--- src/sdbt_pkg.sv ---
// shared types, constants and helpers of the stage dependency bubble tracker
// no dependencies; imported by every module of the block but sdbt_ram
`default_nettype none

package sdbt_pkg;

    localparam int NUM_STAGES    = 4;
    localparam int COUNT_BITS    = 32;
    localparam int MASK_BITS     = 4;
    localparam int MASK_IDX_BITS = $clog2(MASK_BITS);
    localparam int STAGE_BITS    = $clog2(NUM_STAGES);
    localparam int ENTRIES       = NUM_STAGES * NUM_STAGES;
    localparam int ENTRY_BITS    = $clog2(ENTRIES);
    localparam int PAIR_BITS     = 2 * COUNT_BITS;

    typedef logic [STAGE_BITS-1:0] stage_idx_t;
    typedef logic [COUNT_BITS-1:0] count_t;
    typedef logic [ENTRY_BITS-1:0] entry_idx_t;
    typedef logic [MASK_BITS-1:0]  mask_t;

    localparam stage_idx_t STAGE_COMPUTE  = stage_idx_t'(0);
    localparam stage_idx_t STAGE_GEOMETRY = stage_idx_t'(1);
    localparam stage_idx_t STAGE_LAST     = stage_idx_t'(NUM_STAGES - 1);
    localparam count_t     COUNT_MAX      = '1;

    typedef enum logic
    {
        OP_WORK    = 1'b0,
        OP_BARRIER = 1'b1
    } op_t;

    typedef enum logic [3:0]
    {
        ST_IDLE,
        ST_SUB_INIT,
        ST_SUB_RD_FWD,
        ST_SUB_RD_REV,
        ST_SUB_EVAL,
        ST_SUB_INC,
        ST_BAR_DST,
        ST_BAR_SRC,
        ST_BAR_OWN_RD,
        ST_BAR_OWN_WR,
        ST_BAR_K_RD_SRC,
        ST_BAR_K_RD_DST,
        ST_BAR_K_WR,
        ST_DONE
    } state_t;

    // read address forms: a is target row, b the other stage, k the merged column
    typedef enum logic [1:0]
    {
        RD_AB,
        RD_BA,
        RD_BK,
        RD_AK
    } rd_sel_t;

    typedef struct packed
    {
        logic    load_item;
        logic    cap_dst;
        logic    cap_oth;
        logic    cap_src;
        rd_sel_t rd_sel;
        logic    cond_chk;
        logic    mask_chk;
        logic    wr_own;
        logic    wr_inh;
        logic    inc_a;
        logic    inc_b;
        logic    clr_b;
        logic    inc_k;
        logic    clr_k;
        logic    inc_work;
        logic    load_out;
    } cmd_t;

    typedef struct packed
    {
        logic in_barrier;
        logic in_src_empty;
        logic a_sel;
        logic b_sel;
        logic a_last;
        logic b_last;
        logic k_last;
        logic out_free;
    } status_t;

    function automatic entry_idx_t entry_of(input stage_idx_t row, input stage_idx_t col);
        return entry_idx_t'(int'(row) * NUM_STAGES + int'(col));
    endfunction

    function automatic logic lane_ok(input stage_idx_t idx);
        return (int'(idx) < MASK_BITS);
    endfunction

    function automatic logic mask_bit(input mask_t m, input stage_idx_t idx);
        logic r;
        r = 1'b0;
        if (lane_ok(idx))
        begin
            r = m[idx[MASK_IDX_BITS-1:0]];
        end
        return r;
    endfunction

endpackage

`default_nettype wire

--- src/stage_dependency_bubble_tracker.sv ---
// top level of the stage dependency bubble tracker
// depends on sdbt_pkg, sdbt_ctrl, sdbt_dp (and sdbt_ram below it)
//
// Tracks work items for four pipeline stages (compute, geometry, fragment,
// transfer) and the barriers between them, and returns one result item per
// input item. A work item (operation 0) checks every other stage for a
// bubble against the target stage, then bumps the target's saturating work
// count; bubble_mask/bubble_found carry the stages that block it. A barrier
// (operation 1) merges wait indices of the source stages into each
// destination stage and latches counts; its result is always zero. One
// item is processed at a time. The dependency table (wait index and latched
// count per stage pair) sits in a single-port-read ram with a registered
// read, so each table lookup takes a sequencer state of its own.
// A finished result sits in an output register, so the next item can be
// accepted while it waits for out_ready. Reset clears the control state
// (work counts, indices, result mask, output valid, table valid bits) but
// not the payload registers or the ram; no clearing pass is needed since
// the table uses per-entry valid bits.
`default_nettype none

module stage_dependency_bubble_tracker
    import sdbt_pkg::*;
(
    input  wire logic                  clk,
    input  wire logic                  rst_n,
    input  wire logic                  in_valid,
    output logic                       in_ready,
    input  wire logic                  operation,
    input  wire logic [STAGE_BITS-1:0] stage,
    input  wire logic [MASK_BITS-1:0]  src_mask,
    input  wire logic [MASK_BITS-1:0]  dst_mask,
    output logic                       out_valid,
    input  wire logic                  out_ready,
    output logic [MASK_BITS-1:0]       bubble_mask,
    output logic                       bubble_found
);

    // command and status between sequencer and datapath
    cmd_t    cmd;
    status_t stat;

    sdbt_ctrl u_ctrl (
        .clk      (clk),
        .rst_n    (rst_n),
        .in_valid (in_valid),
        .in_ready (in_ready),
        .stat     (stat),
        .cmd      (cmd)
    );

    sdbt_dp u_dp (
        .clk          (clk),
        .rst_n        (rst_n),
        .operation    (operation),
        .stage        (stage),
        .src_mask     (src_mask),
        .dst_mask     (dst_mask),
        .cmd          (cmd),
        .stat         (stat),
        .out_valid    (out_valid),
        .out_ready    (out_ready),
        .bubble_mask  (bubble_mask),
        .bubble_found (bubble_found)
    );

endmodule

`default_nettype wire

--- src/sdbt_ram.sv ---
// generic single write port ram with one registered read port
// no dependencies
`default_nettype none

module sdbt_ram #(
    parameter int WIDTH = 64,
    parameter int DEPTH = 16
) (
    input  wire logic                     clk,
    input  wire logic                     we,
    input  wire logic [$clog2(DEPTH)-1:0] waddr,
    input  wire logic [WIDTH-1:0]         wdata,
    input  wire logic [$clog2(DEPTH)-1:0] raddr,
    output logic      [WIDTH-1:0]         rdata
);

    logic [WIDTH-1:0] mem [DEPTH];

    always_ff @(posedge clk)
    begin
        if (we)
        begin
            mem[waddr] <= wdata;
        end
        rdata <= mem[raddr];
    end

endmodule

`default_nettype wire

--- src/sdbt_ctrl.sv ---
// sequencer of the tracker: walks work checks and barrier merges
// depends on sdbt_pkg
`default_nettype none

module sdbt_ctrl
    import sdbt_pkg::*;
(
    input  wire logic    clk,
    input  wire logic    rst_n,
    input  wire logic    in_valid,
    output logic         in_ready,
    input  wire status_t stat,
    output cmd_t         cmd
);

    state_t state_reg;
    state_t state_next;

    always_ff @(posedge clk or negedge rst_n)
    begin
        if (!rst_n)
        begin
            state_reg <= ST_IDLE;
        end
        else
        begin
            state_reg <= state_next;
        end
    end

    // next state
    always_comb
    begin
        state_next = state_reg;
        unique case (state_reg)
            ST_IDLE:
            begin
                if (in_valid)
                begin
                    priority if (!stat.in_barrier) state_next = ST_SUB_INIT;
                    else if (stat.in_src_empty)    state_next = ST_DONE;
                    else                           state_next = ST_BAR_DST;
                end
            end
            ST_SUB_INIT:   state_next = ST_SUB_RD_FWD;
            ST_SUB_RD_FWD: state_next = ST_SUB_RD_REV;
            ST_SUB_RD_REV: state_next = ST_SUB_EVAL;
            ST_SUB_EVAL:   state_next = stat.b_last ? ST_SUB_INC : ST_SUB_RD_FWD;
            ST_SUB_INC:    state_next = ST_DONE;
            ST_BAR_DST:
            begin
                priority if (stat.a_sel) state_next = ST_BAR_SRC;
                else if (stat.a_last)    state_next = ST_DONE;
                else                     state_next = ST_BAR_DST;
            end
            ST_BAR_SRC:
            begin
                priority if (stat.b_sel) state_next = ST_BAR_OWN_RD;
                else if (!stat.b_last)   state_next = ST_BAR_SRC;
                else if (stat.a_last)    state_next = ST_DONE;
                else                     state_next = ST_BAR_DST;
            end
            ST_BAR_OWN_RD:   state_next = ST_BAR_OWN_WR;
            ST_BAR_OWN_WR:   state_next = ST_BAR_K_RD_SRC;
            ST_BAR_K_RD_SRC: state_next = ST_BAR_K_RD_DST;
            ST_BAR_K_RD_DST: state_next = ST_BAR_K_WR;
            ST_BAR_K_WR:
            begin
                priority if (!stat.k_last) state_next = ST_BAR_K_RD_SRC;
                else if (!stat.b_last)     state_next = ST_BAR_SRC;
                else if (stat.a_last)      state_next = ST_DONE;
                else                       state_next = ST_BAR_DST;
            end
            ST_DONE:
            begin
                if (stat.out_free)
                begin
                    state_next = ST_IDLE;
                end
            end
            default: state_next = ST_IDLE;
        endcase
    end

    // commands
    always_comb
    begin
        cmd        = '0;
        cmd.rd_sel = RD_AB;
        in_ready   = 1'b0;
        unique case (state_reg)
            ST_IDLE:
            begin
                in_ready      = 1'b1;
                cmd.load_item = in_valid;
            end
            ST_SUB_INIT:
            begin
                cmd.cap_dst = 1'b1;
            end
            ST_SUB_RD_FWD:
            begin
                cmd.rd_sel  = RD_AB;
                cmd.cap_oth = 1'b1;
            end
            ST_SUB_RD_REV:
            begin
                cmd.rd_sel   = RD_BA;
                cmd.cond_chk = 1'b1;
            end
            ST_SUB_EVAL:
            begin
                cmd.mask_chk = 1'b1;
                cmd.inc_b    = !stat.b_last;
            end
            ST_SUB_INC:
            begin
                cmd.inc_work = 1'b1;
            end
            ST_BAR_DST:
            begin
                cmd.cap_dst = stat.a_sel;
                cmd.clr_b   = stat.a_sel;
                cmd.inc_a   = !stat.a_sel && !stat.a_last;
            end
            ST_BAR_SRC:
            begin
                cmd.inc_b = !stat.b_sel && !stat.b_last;
                cmd.inc_a = !stat.b_sel && stat.b_last && !stat.a_last;
            end
            ST_BAR_OWN_RD:
            begin
                cmd.rd_sel  = RD_AB;
                cmd.cap_oth = 1'b1;
            end
            ST_BAR_OWN_WR:
            begin
                cmd.wr_own = 1'b1;
                cmd.clr_k  = 1'b1;
            end
            ST_BAR_K_RD_SRC:
            begin
                cmd.rd_sel = RD_BK;
            end
            ST_BAR_K_RD_DST:
            begin
                cmd.rd_sel  = RD_AK;
                cmd.cap_src = 1'b1;
            end
            ST_BAR_K_WR:
            begin
                cmd.wr_inh = 1'b1;
                cmd.inc_k  = !stat.k_last;
                cmd.inc_b  = stat.k_last && !stat.b_last;
                cmd.inc_a  = stat.k_last && stat.b_last && !stat.a_last;
            end
            ST_DONE:
            begin
                cmd.load_out = stat.out_free;
            end
            default:
            begin
                in_ready = 1'b0;
            end
        endcase
    end

endmodule

`default_nettype wire

--- src/sdbt_dp.sv ---
// datapath of the tracker: work counts, dependency table, compares and result register
// depends on sdbt_pkg and sdbt_ram
`default_nettype none

module sdbt_dp
    import sdbt_pkg::*;
(
    input  wire logic       clk,
    input  wire logic       rst_n,
    input  wire logic       operation,
    input  wire stage_idx_t stage,
    input  wire mask_t      src_mask,
    input  wire mask_t      dst_mask,
    input  wire cmd_t       cmd,
    output status_t         stat,
    output logic            out_valid,
    input  wire logic       out_ready,
    output mask_t           bubble_mask,
    output logic            bubble_found
);

    count_t     work_count_reg [NUM_STAGES];
    logic [ENTRIES-1:0] entry_valid_reg;
    stage_idx_t idx_a_reg;
    stage_idx_t idx_b_reg;
    stage_idx_t idx_k_reg;
    mask_t      src_mask_reg;
    mask_t      dst_mask_reg;
    mask_t      mask_reg;
    mask_t      out_mask_reg;
    logic       out_valid_reg;
    logic       rd_valid_reg;
    logic       cond_reg;
    count_t     wc_dst_reg;
    count_t     wc_oth_reg;
    count_t     src_wait_reg;

    entry_idx_t           rd_addr;
    entry_idx_t           wr_addr;
    logic                 wr_en;
    logic [PAIR_BITS-1:0] wr_data;
    logic [PAIR_BITS-1:0] rd_data;
    count_t               rd_wait;
    count_t               rd_latched;
    logic                 pair_excluded;

    // table entry: wait index in the upper half, latched own count in the lower
    sdbt_ram #(
        .WIDTH (PAIR_BITS),
        .DEPTH (ENTRIES)
    ) u_table (
        .clk   (clk),
        .we    (wr_en),
        .waddr (wr_addr),
        .wdata (wr_data),
        .raddr (rd_addr),
        .rdata (rd_data)
    );

    always_comb
    begin
        unique case (cmd.rd_sel)
            RD_AB: rd_addr = entry_of(idx_a_reg, idx_b_reg);
            RD_BA: rd_addr = entry_of(idx_b_reg, idx_a_reg);
            RD_BK: rd_addr = entry_of(idx_b_reg, idx_k_reg);
            RD_AK: rd_addr = entry_of(idx_a_reg, idx_k_reg);
            default: rd_addr = entry_of(idx_a_reg, idx_b_reg);
        endcase
    end

    // never-written entries read as zero
    assign rd_wait    = rd_valid_reg ? rd_data[PAIR_BITS-1:COUNT_BITS] : '0;
    assign rd_latched = rd_valid_reg ? rd_data[COUNT_BITS-1:0] : '0;

    assign wr_en   = (cmd.wr_own && (wc_oth_reg > rd_wait))
                  || (cmd.wr_inh && (src_wait_reg > rd_wait));
    assign wr_addr = cmd.wr_own ? entry_of(idx_a_reg, idx_b_reg)
                                : entry_of(idx_a_reg, idx_k_reg);
    assign wr_data = {(cmd.wr_own ? wc_oth_reg : src_wait_reg), wc_dst_reg};

    assign pair_excluded = ((idx_b_reg == STAGE_COMPUTE) && (idx_a_reg == STAGE_GEOMETRY))
                        || ((idx_b_reg == STAGE_GEOMETRY) && (idx_a_reg == STAGE_COMPUTE));

    always_comb
    begin
        stat.in_barrier   = (op_t'(operation) == OP_BARRIER);
        stat.in_src_empty = (src_mask == '0);
        stat.a_sel        = mask_bit(dst_mask_reg, idx_a_reg);
        stat.b_sel        = mask_bit(src_mask_reg, idx_b_reg);
        stat.a_last       = (idx_a_reg == STAGE_LAST);
        stat.b_last       = (idx_b_reg == STAGE_LAST);
        stat.k_last       = (idx_k_reg == STAGE_LAST);
        stat.out_free     = !out_valid_reg || out_ready;
    end

    // control state
    always_ff @(posedge clk or negedge rst_n)
    begin
        if (!rst_n)
        begin
            for (int s = 0; s < NUM_STAGES; s++)
            begin
                work_count_reg[s] <= '0;
            end
            entry_valid_reg <= '0;
            rd_valid_reg    <= 1'b0;
            idx_a_reg       <= '0;
            idx_b_reg       <= '0;
            idx_k_reg       <= '0;
            mask_reg        <= '0;
            out_valid_reg   <= 1'b0;
        end
        else
        begin
            rd_valid_reg <= entry_valid_reg[rd_addr];
            if (wr_en)
            begin
                entry_valid_reg[wr_addr] <= 1'b1;
            end
            if (cmd.load_item)
            begin
                idx_a_reg <= (op_t'(operation) == OP_WORK) ? stage : '0;
                idx_b_reg <= '0;
                mask_reg  <= '0;
            end
            if (cmd.inc_a)
            begin
                idx_a_reg <= idx_a_reg + 1'b1;
            end
            if (cmd.clr_b)
            begin
                idx_b_reg <= '0;
            end
            if (cmd.inc_b)
            begin
                idx_b_reg <= idx_b_reg + 1'b1;
            end
            if (cmd.clr_k)
            begin
                idx_k_reg <= '0;
            end
            if (cmd.inc_k)
            begin
                idx_k_reg <= idx_k_reg + 1'b1;
            end
            if (cmd.mask_chk && cond_reg && (rd_wait == wc_dst_reg)
                && (wc_oth_reg != rd_latched) && lane_ok(idx_b_reg))
            begin
                mask_reg[idx_b_reg[MASK_IDX_BITS-1:0]] <= 1'b1;
            end
            if (cmd.inc_work && (wc_dst_reg != COUNT_MAX))
            begin
                work_count_reg[idx_a_reg] <= wc_dst_reg + 1'b1;
            end
            if (cmd.load_out)
            begin
                out_valid_reg <= 1'b1;
            end
            else if (out_ready)
            begin
                out_valid_reg <= 1'b0;
            end
        end
    end

    // payload registers
    always_ff @(posedge clk)
    begin
        if (cmd.load_item)
        begin
            src_mask_reg <= src_mask;
            dst_mask_reg <= dst_mask;
        end
        if (cmd.cap_dst)
        begin
            wc_dst_reg <= work_count_reg[idx_a_reg];
        end
        if (cmd.cap_oth)
        begin
            wc_oth_reg <= work_count_reg[idx_b_reg];
        end
        if (cmd.cap_src)
        begin
            src_wait_reg <= rd_wait;
        end
        if (cmd.cond_chk)
        begin
            cond_reg <= (idx_b_reg != idx_a_reg) && (rd_wait == wc_oth_reg)
                     && (wc_dst_reg != '0) && !pair_excluded;
        end
        if (cmd.load_out)
        begin
            out_mask_reg <= mask_reg;
        end
    end

    assign out_valid    = out_valid_reg;
    assign bubble_mask  = out_mask_reg;
    assign bubble_found = (out_mask_reg != '0);

endmodule

`default_nettype wire

--- config.mk ---
export PLATFORM = sky130hd
export DESIGN_NAME = stage_dependency_bubble_tracker
export DESIGN_NICKNAME = d
export VERILOG_FILES = /design/src/sdbt_pkg.sv /design/src/stage_dependency_bubble_tracker.sv /design/src/sdbt_ram.sv /design/src/sdbt_ctrl.sv /design/src/sdbt_dp.sv
export SDC_FILE = /design/constraint.sdc
export NUM_CORES = 2
export LEC_CHECK = 0
export ABC_AREA = 1
export BUFFER_PORTS_ARGS = -buffer_cell sky130_fd_sc_hd__buf_2
export CAP_MARGIN = 20
export CORE_ASPECT_RATIO = 0.8
export CORE_MARGIN = 3
export CORE_UTILIZATION = 65
export CTS_CLUSTER_DIAMETER = 200
export DETAILED_ROUTE_END_ITERATION = 6
export PLACE_DENSITY = 0.81
export SLEW_MARGIN = 20
export SYNTH_ARGS = -nofsm -noshare
export SYNTH_HDL_FRONTEND = slang
export SYNTH_HIERARCHICAL = 1
export SYNTH_SLANG_ARGS = --single-unit
--- constraint.sdc ---
create_clock -name clk -period 11.6 [get_ports clk]
set_input_delay 0 -clock clk [delete_from_list [all_inputs] [get_ports clk]]
set_output_delay 0 -clock clk [all_outputs]
set_load 0.02 [all_outputs]
# Word level (Yosys, flattened, before mapping)
# Memories as Yosys holds them, arrays and structs flattened. A register that Yosys moved wholly into a read port is not among the register bits.
# Index checks and enable logic that the tools add are counted.
# word_totals
register_bits	269
latch_bits	0
ramBits	1024
rom_bits	0
inputBits	15
out_inout_bits	7
elab_cells	180
memories	1
# classes
add_sub_neg	8
n_mul	0
div_mod_pow	0
n_lt_le_gt_ge	11
n_eq_ne	28
shift	0
muxes	65
bitwise_logic	4
n_reduce_logical	44
# memory_table
name	depth	width	read_ports	rd_ports_with_merged_regs	wr	line	text
u_dp.u_table.mem	16	64	1	1	1	sdbt_ram.sv:17	logic [WIDTH-1:0] mem [DEPTH];
# ops
cell	count
$mux 32	8
$bmux 32 s2	2
$bwmux 128	1
$demux 32 s2	1
$eq 32x32->1	2
$gt 32x32->1	2
$pmux 4 s14	1
$mux 4	12
$add 32x1->32 const B	1
$ne 32x32->1	1
$ne 32x32->1 const B	1
$reduce_bool 32->1	1
$eq 4x4->1 const B	6
$logic_and 1x1->1	21
$mux 1	21
$add 4x2->4	4
$eq 4x3->1 const B	4
$mux 2	8
$or 16x16->16	1
$pmux 4 s4	1
$eq 2x2->1 const B	5
$lt 4x5->1 const B	2
$eq 4x2->1 const B	2
$logic_not 4->1	2
29 further kinds	50

# Logic depth before layout (Yosys ltp)
# logic_depth
depth_word	8
mapped_depth	21
ltp_nobuf	18

# Hierarchy
# The synthesis kept the hierarchy.
# modules_own_cells
module	n_inst	cells_per_inst	area_per_inst_um2	seq_area_each_um2
sdbt_ram	1	4210	45285.9	32030.7
sdbt_dp	1	1952	15449.8	7176.9
sdbt_ctrl	1	125	610.6	100.1

# Worst setup path after synthesis
# OpenSTA, ideal clock, no wires.
# synth_path
path_kind	flip-flop to flip-flop
startpoint	register u_dp.rd_valid_reg
endpoint	memory u_dp.u_table.mem[12][0] (enable)
setup_time_ns	0.487
t_arrival_ns	4.882
required_time_ns	11.113
path_slack_ns	6.232
stages_incl_launch_ff	16
path_buffers	3
period_less_slack_ns	5.368
path_cell_list	dfrtp_1 -> buf_4 -> buf_2 -> nand2_1 -> ha_1 -> nand2_1 -> nor2_1 -> nand2_1 -> nor4_1 -> nand2_1 -> nand2_1 -> nand2_1 -> nand2_1 -> buf_2 -> nand3_1 -> nor2_1
# synth_between
elab_chain_len	6
word_cells_on_any_way	8
classes_between	2 x order compare; 3 x mux; 3 x reduce/logical
# synth_rtl
element	line	text
from (decl)	sdbt_dp.sv:32	logic rd_valid_reg;
from (signal assigned)	sdbt_dp.sv:115	rd_valid_reg <= entry_valid_reg[rd_addr];
$mux 32 *	sdbt_dp.sv:72	assign rd_wait = rd_valid_reg ? rd_data[PAIR_BITS-1:COUNT_BITS] : '0;
$gt 32x32->1 (on tied branches)	sdbt_dp.sv:75, sdbt_dp.sv:76	
$logic_and 1x1->1 (on tied branches)	sdbt_dp.sv:75, sdbt_dp.sv:76	
$logic_or 1x1->1 *	sdbt_dp.sv:76	|| (cmd.wr_inh && (src_wait_reg > rd_wait));
net u_dp.wr_en	sdbt_dp.sv:40	logic wr_en;
$mux 1 *	sdbt_ram.sv:21	if (we)
$mux 1 (not written as such) *	sdbt_ram.sv:23	mem[waddr] <= wdata;
to (decl)	sdbt_ram.sv:17	
# Mark *: on every way through the listed nets, which the timed path passes. The rest lies on a longest branch.

# Worst setup path after layout
# layout_path
startpoint	register u_dp.idx_b_reg[0]
endpoint	register u_dp.u_table.rdata[36], read port of u_dp.u_table.mem
# layout_between
elab_chain_len	2
word_cells_on_any_way	4
classes_between	3 x add/sub; 1 x mux
# layout_rtl
element	line	text
from (decl)	sdbt_dp.sv:25	stage_idx_t idx_b_reg;
from (signal assigned)	sdbt_dp.sv:136	idx_b_reg <= idx_b_reg + 1'b1;
$add 4x2->4	--	
$pmux 4 s4	sdbt_dp.sv:62	unique case (cmd.rd_sel)
net u_dp.rd_addr[0]	sdbt_dp.sv:38	entry_idx_t rd_addr;
to (decl)	sdbt_ram.sv:14	output logic [WIDTH-1:0] rdata
# The timed path passes the listed nets, and every way through them passes these cells.
# A chain may end at the register's enable or synchronous reset.

==> flow_summary.yaml <==
cells_and_area:
  nets: 6328
  drive_above_1_share: 0.0553
  seqCellArea_mm2: 0.0393
  largest_register_ffs: 1024
  syn2layout_area_growth_pct: 8.36
  multi_input_area_mm2: 0.0169
  nFillCells: 6413
cts:
  cts_inserted_buffers: 132
  htreeDepth: 4
  cts_tree: "done"
  insertion_delay_ns: 0.74
  clockBufferDepth: 3
  clk_pin_slew_worst_paths_ns: 0.07
  cts-root-buf: "clkbuf_16"
  cts.sinks: 1357
global_routing:
  grt_use_total: 0.343
  grt_pass1_wl_um: 254000
  antenna_found_initial: 2
  grt_start_max_net_pins: 210
  grt_use_met3: 0.0833
  grt.busiest_layer: "met2"
  grtUsageMet2: 0.524
  first_global_vias: 43000
  grtUsageMet1: 0.472
  grt.overflow.total: 0
timing:
  setup_viol: 0
  worst_pin_slew_ns: 1.13
  finalSetupTns_ns: 0
  min_period_over_period: 0.510
  maxSlewHeadroom: 0.246
  finalHoldViolCount: 0
  holdWs_ns: 0.0648
  max_freq_ghz: 0.169
  finClkSkew_ns: 0.0304
  rsz0062_at_grt: "no"
  slew_violations: 0
  fin_crit_ns: 5.91
pwr:
  switching_share: 0.425
  leakage_uw: 0.0292
  pwr-share-comb: 0.401
  pwr-share-clk: 0.229
  power_frac_seq: 0.370
  vdd_drop_max_uv: 386
  intPower_uw: 10600
  power_switching_uw: 7850
  power_density_mw_per_mm2: 278
  p_total_uw: 18500
yosys:
  synthCells: 6287
  synth_nets: 6377
  yosysSeqAreaShare: 0.641
  synth_area_leaders: "edfxtp_1, nand2_1, nand3_1"
  synth_async_sr_flop_share: 0.118
  synth_top_area_share: 0.555
  synth_cell_types: 51
  synth.most_common_cell: "nand2_1"
  synth_area_mm2: 0.0613
  synth-edff-count: 1133
  synth_top_family_by_area: "simple AND/OR/NAND/NOR gates"
  yosys.area_share.simple: 0.221
  synth_fa_ha_area_frac: 0.0153
  synth.avg_cell_area_um2: 9.76
  synthTopCellsByCount: "nand2_1, edfxtp_1, inv_1"
  yosysWarningCount: 6
  yosys_register_bits: 1357
  synth-compound-area-share: 0.0257
  synthMuxAreaShare: 0
  yosysTopAreaCell: "edfxtp_1"
  synthFlopType: "edfxtp_1"
  synthXorXnorAreaFrac: 0.0107
worst_setup_path:
  worstRegToRegCells: 15
  crit_path_start_kind: "flop"
  arrival_ns: 6.56
  crit_cells: 15
  end_kind: "flop"
  required_ns: 12.25
  cp_slowest_cell: "buf_4"
  max_stage_delay_ns: 0.86
  cp_top_family: "buffers and inverters"
  cp_max_fo: 178
  path_cells: "buf_4, inv_2, buf_4, nand2_1, nand3_2, inv_8, buf_12, buf_4, buf_4, nand2_1, nand2_1, nand2_1, nand3_1, nand3_1, nand2_1"
  path_buf_inv: 7
  cpMostUsedCell: "nand2_1"
  critPathKind: "flop to flop"
floorplan:
  die_h_um: 281
  die_x_um: 349
  ioPinCount: 22
  core_area_mm2: 0.0933
  dieArea_mm2: 0.0981
  num_rows: 100
  initial_core_util: 0.657
placement:
  portBuffers: 21
  gp_routability_congestion: 0.952
  dp_hpwl_um: 93300
detailed_routing:
  drt-total-wl_um: 168000
  wl_per_cell_um: 22.2
  drc: 0
  drt_iter0_markers: 6236
  postRouteAntennaNets: 0
  post_drt_via_cell_ratio: 5.94
  first_pass_iters: 7
  vias: 44900
worst_hold_path:
  min_path_type: "input pin to flop"
  min_path_cells: 5
status:
  outcome: "completed"
job:
  cap_violations: 0
## power by group through the flow
stage / combinational [uW] / sequential, uW / clock (uW)
5_1_grt: 8080 / 6850 / 4460
2_1_floorplan: 5330 / 6600 / 0
3_3_place_gp: 6950 / 6870 / 0
3_5_place_dp: 7130 / 6880 / 0
4_1_cts: 7230 / 6790 / 4240
6_report: 7410 / 6830 / 4220
## cell type report
class                      count  share of cell area
sequential                  1357               0.591
multi-input combinational   3709               0.254
clock buffer                 182              0.0567
inverter                     923              0.0529
tap                         1224              0.0230
timing repair buffer         115              0.0146
clock inverter                56             0.00689
antenna                        1           0.0000376
## metal layers
metal | share of wire | vias to the layer above
li1 | - | 20200
met1 | 0.38 | 21200
met2 | 0.45 | 3010
met3 | 0.13 | 537
met4 | 0.043 | 4
met5 | 0.00014 | -
## cells in the final DEF, fill, tap and decap left out, types with 20 or more instances in the layout
| cell type | count |
|---|---|
| xor2_1 | 54 |
| nor2_4 | 25 |
| clkbuf_1 | 30 |
| a21oi_1 | 36 |
| dfrtp_1 | 157 |
| inv_1 | 907 |
| dfxtp_1 | 64 |
| ha_1 | 75 |
| o21ai_0 | 155 |
| nand3_1 | 814 |
| edfxtp_1 | 1133 |
| buf_2 | 20 |
| buf_4 | 59 |
| o22ai_1 | 74 |
| dlygate4sd3_1 | 29 |
| clkinv_2 | 24 |
| nor2_1 | 224 |
| clkbuf_16 | 139 |
| nand2_1 | 2134 |
## kinds of logic after synthesis
family / after synthesis
buffers and inverters: 1221
xor gates and xnor gates: 73
DFF: 1357
adders and majority gates: 75
and+or+nand+nor: 3274
AOI/OAI and AO/OA: 287
## per-stage QoR
stage,instances,setup WS [ns],area [um^2],util
3_5_place_dp,7298,5.81,61900,0.663
6_report,7567,5.69,66500,0.712
3_3_place_gp,7298,5.96,61900,0.663
2_1_floorplan,6287,6.23,61300,-
5_1_grt,7566,5.42,66500,0.712
4_1_cts,7565,5.77,66400,0.712
## worst min-delay path: cells and delay by family
kind / cells / cell delay, ns
simple gates: 2 / 0.11
buf+inv: 3 / 0.64
## what timing repair did
action                                 in CTS  in global routing
hold buffers                               29                  0
resized for setup                           0                  0
setup buffers                               0                  0
endpoints found under the hold margin     127                  0
## path summary, 6_finish.rpt
check / start / endpoint / slack (ns)
min: out_ready / u_dp/out_valid$_DFFE_PN0P_ / 0.06
min in group asynchronous: rst_n / u_dp/entry_valid_reg[10]$_DFFE_PN0P_ / 0.45
max reg2reg: u_dp/idx_b_reg[0]$_DFFE_PN0P_ / u_dp/u_table/rdata[36]$_DFF_P_ / 5.69
min reg2reg: u_dp/mask_reg[1]$_DFF_PN0_ / u_dp/bubble_mask[1]$_DFFE_PP_ / 0.45
max: u_dp/idx_b_reg[0]$_DFFE_PN0P_ / u_dp/u_table/rdata[36]$_DFF_P_ / 5.69
max in group asynchronous: rst_n / u_dp/idx_a_reg[0]$_DFFE_PN0P_ / 9.40
No activity file was read; power rests on OpenSTA's default activity.
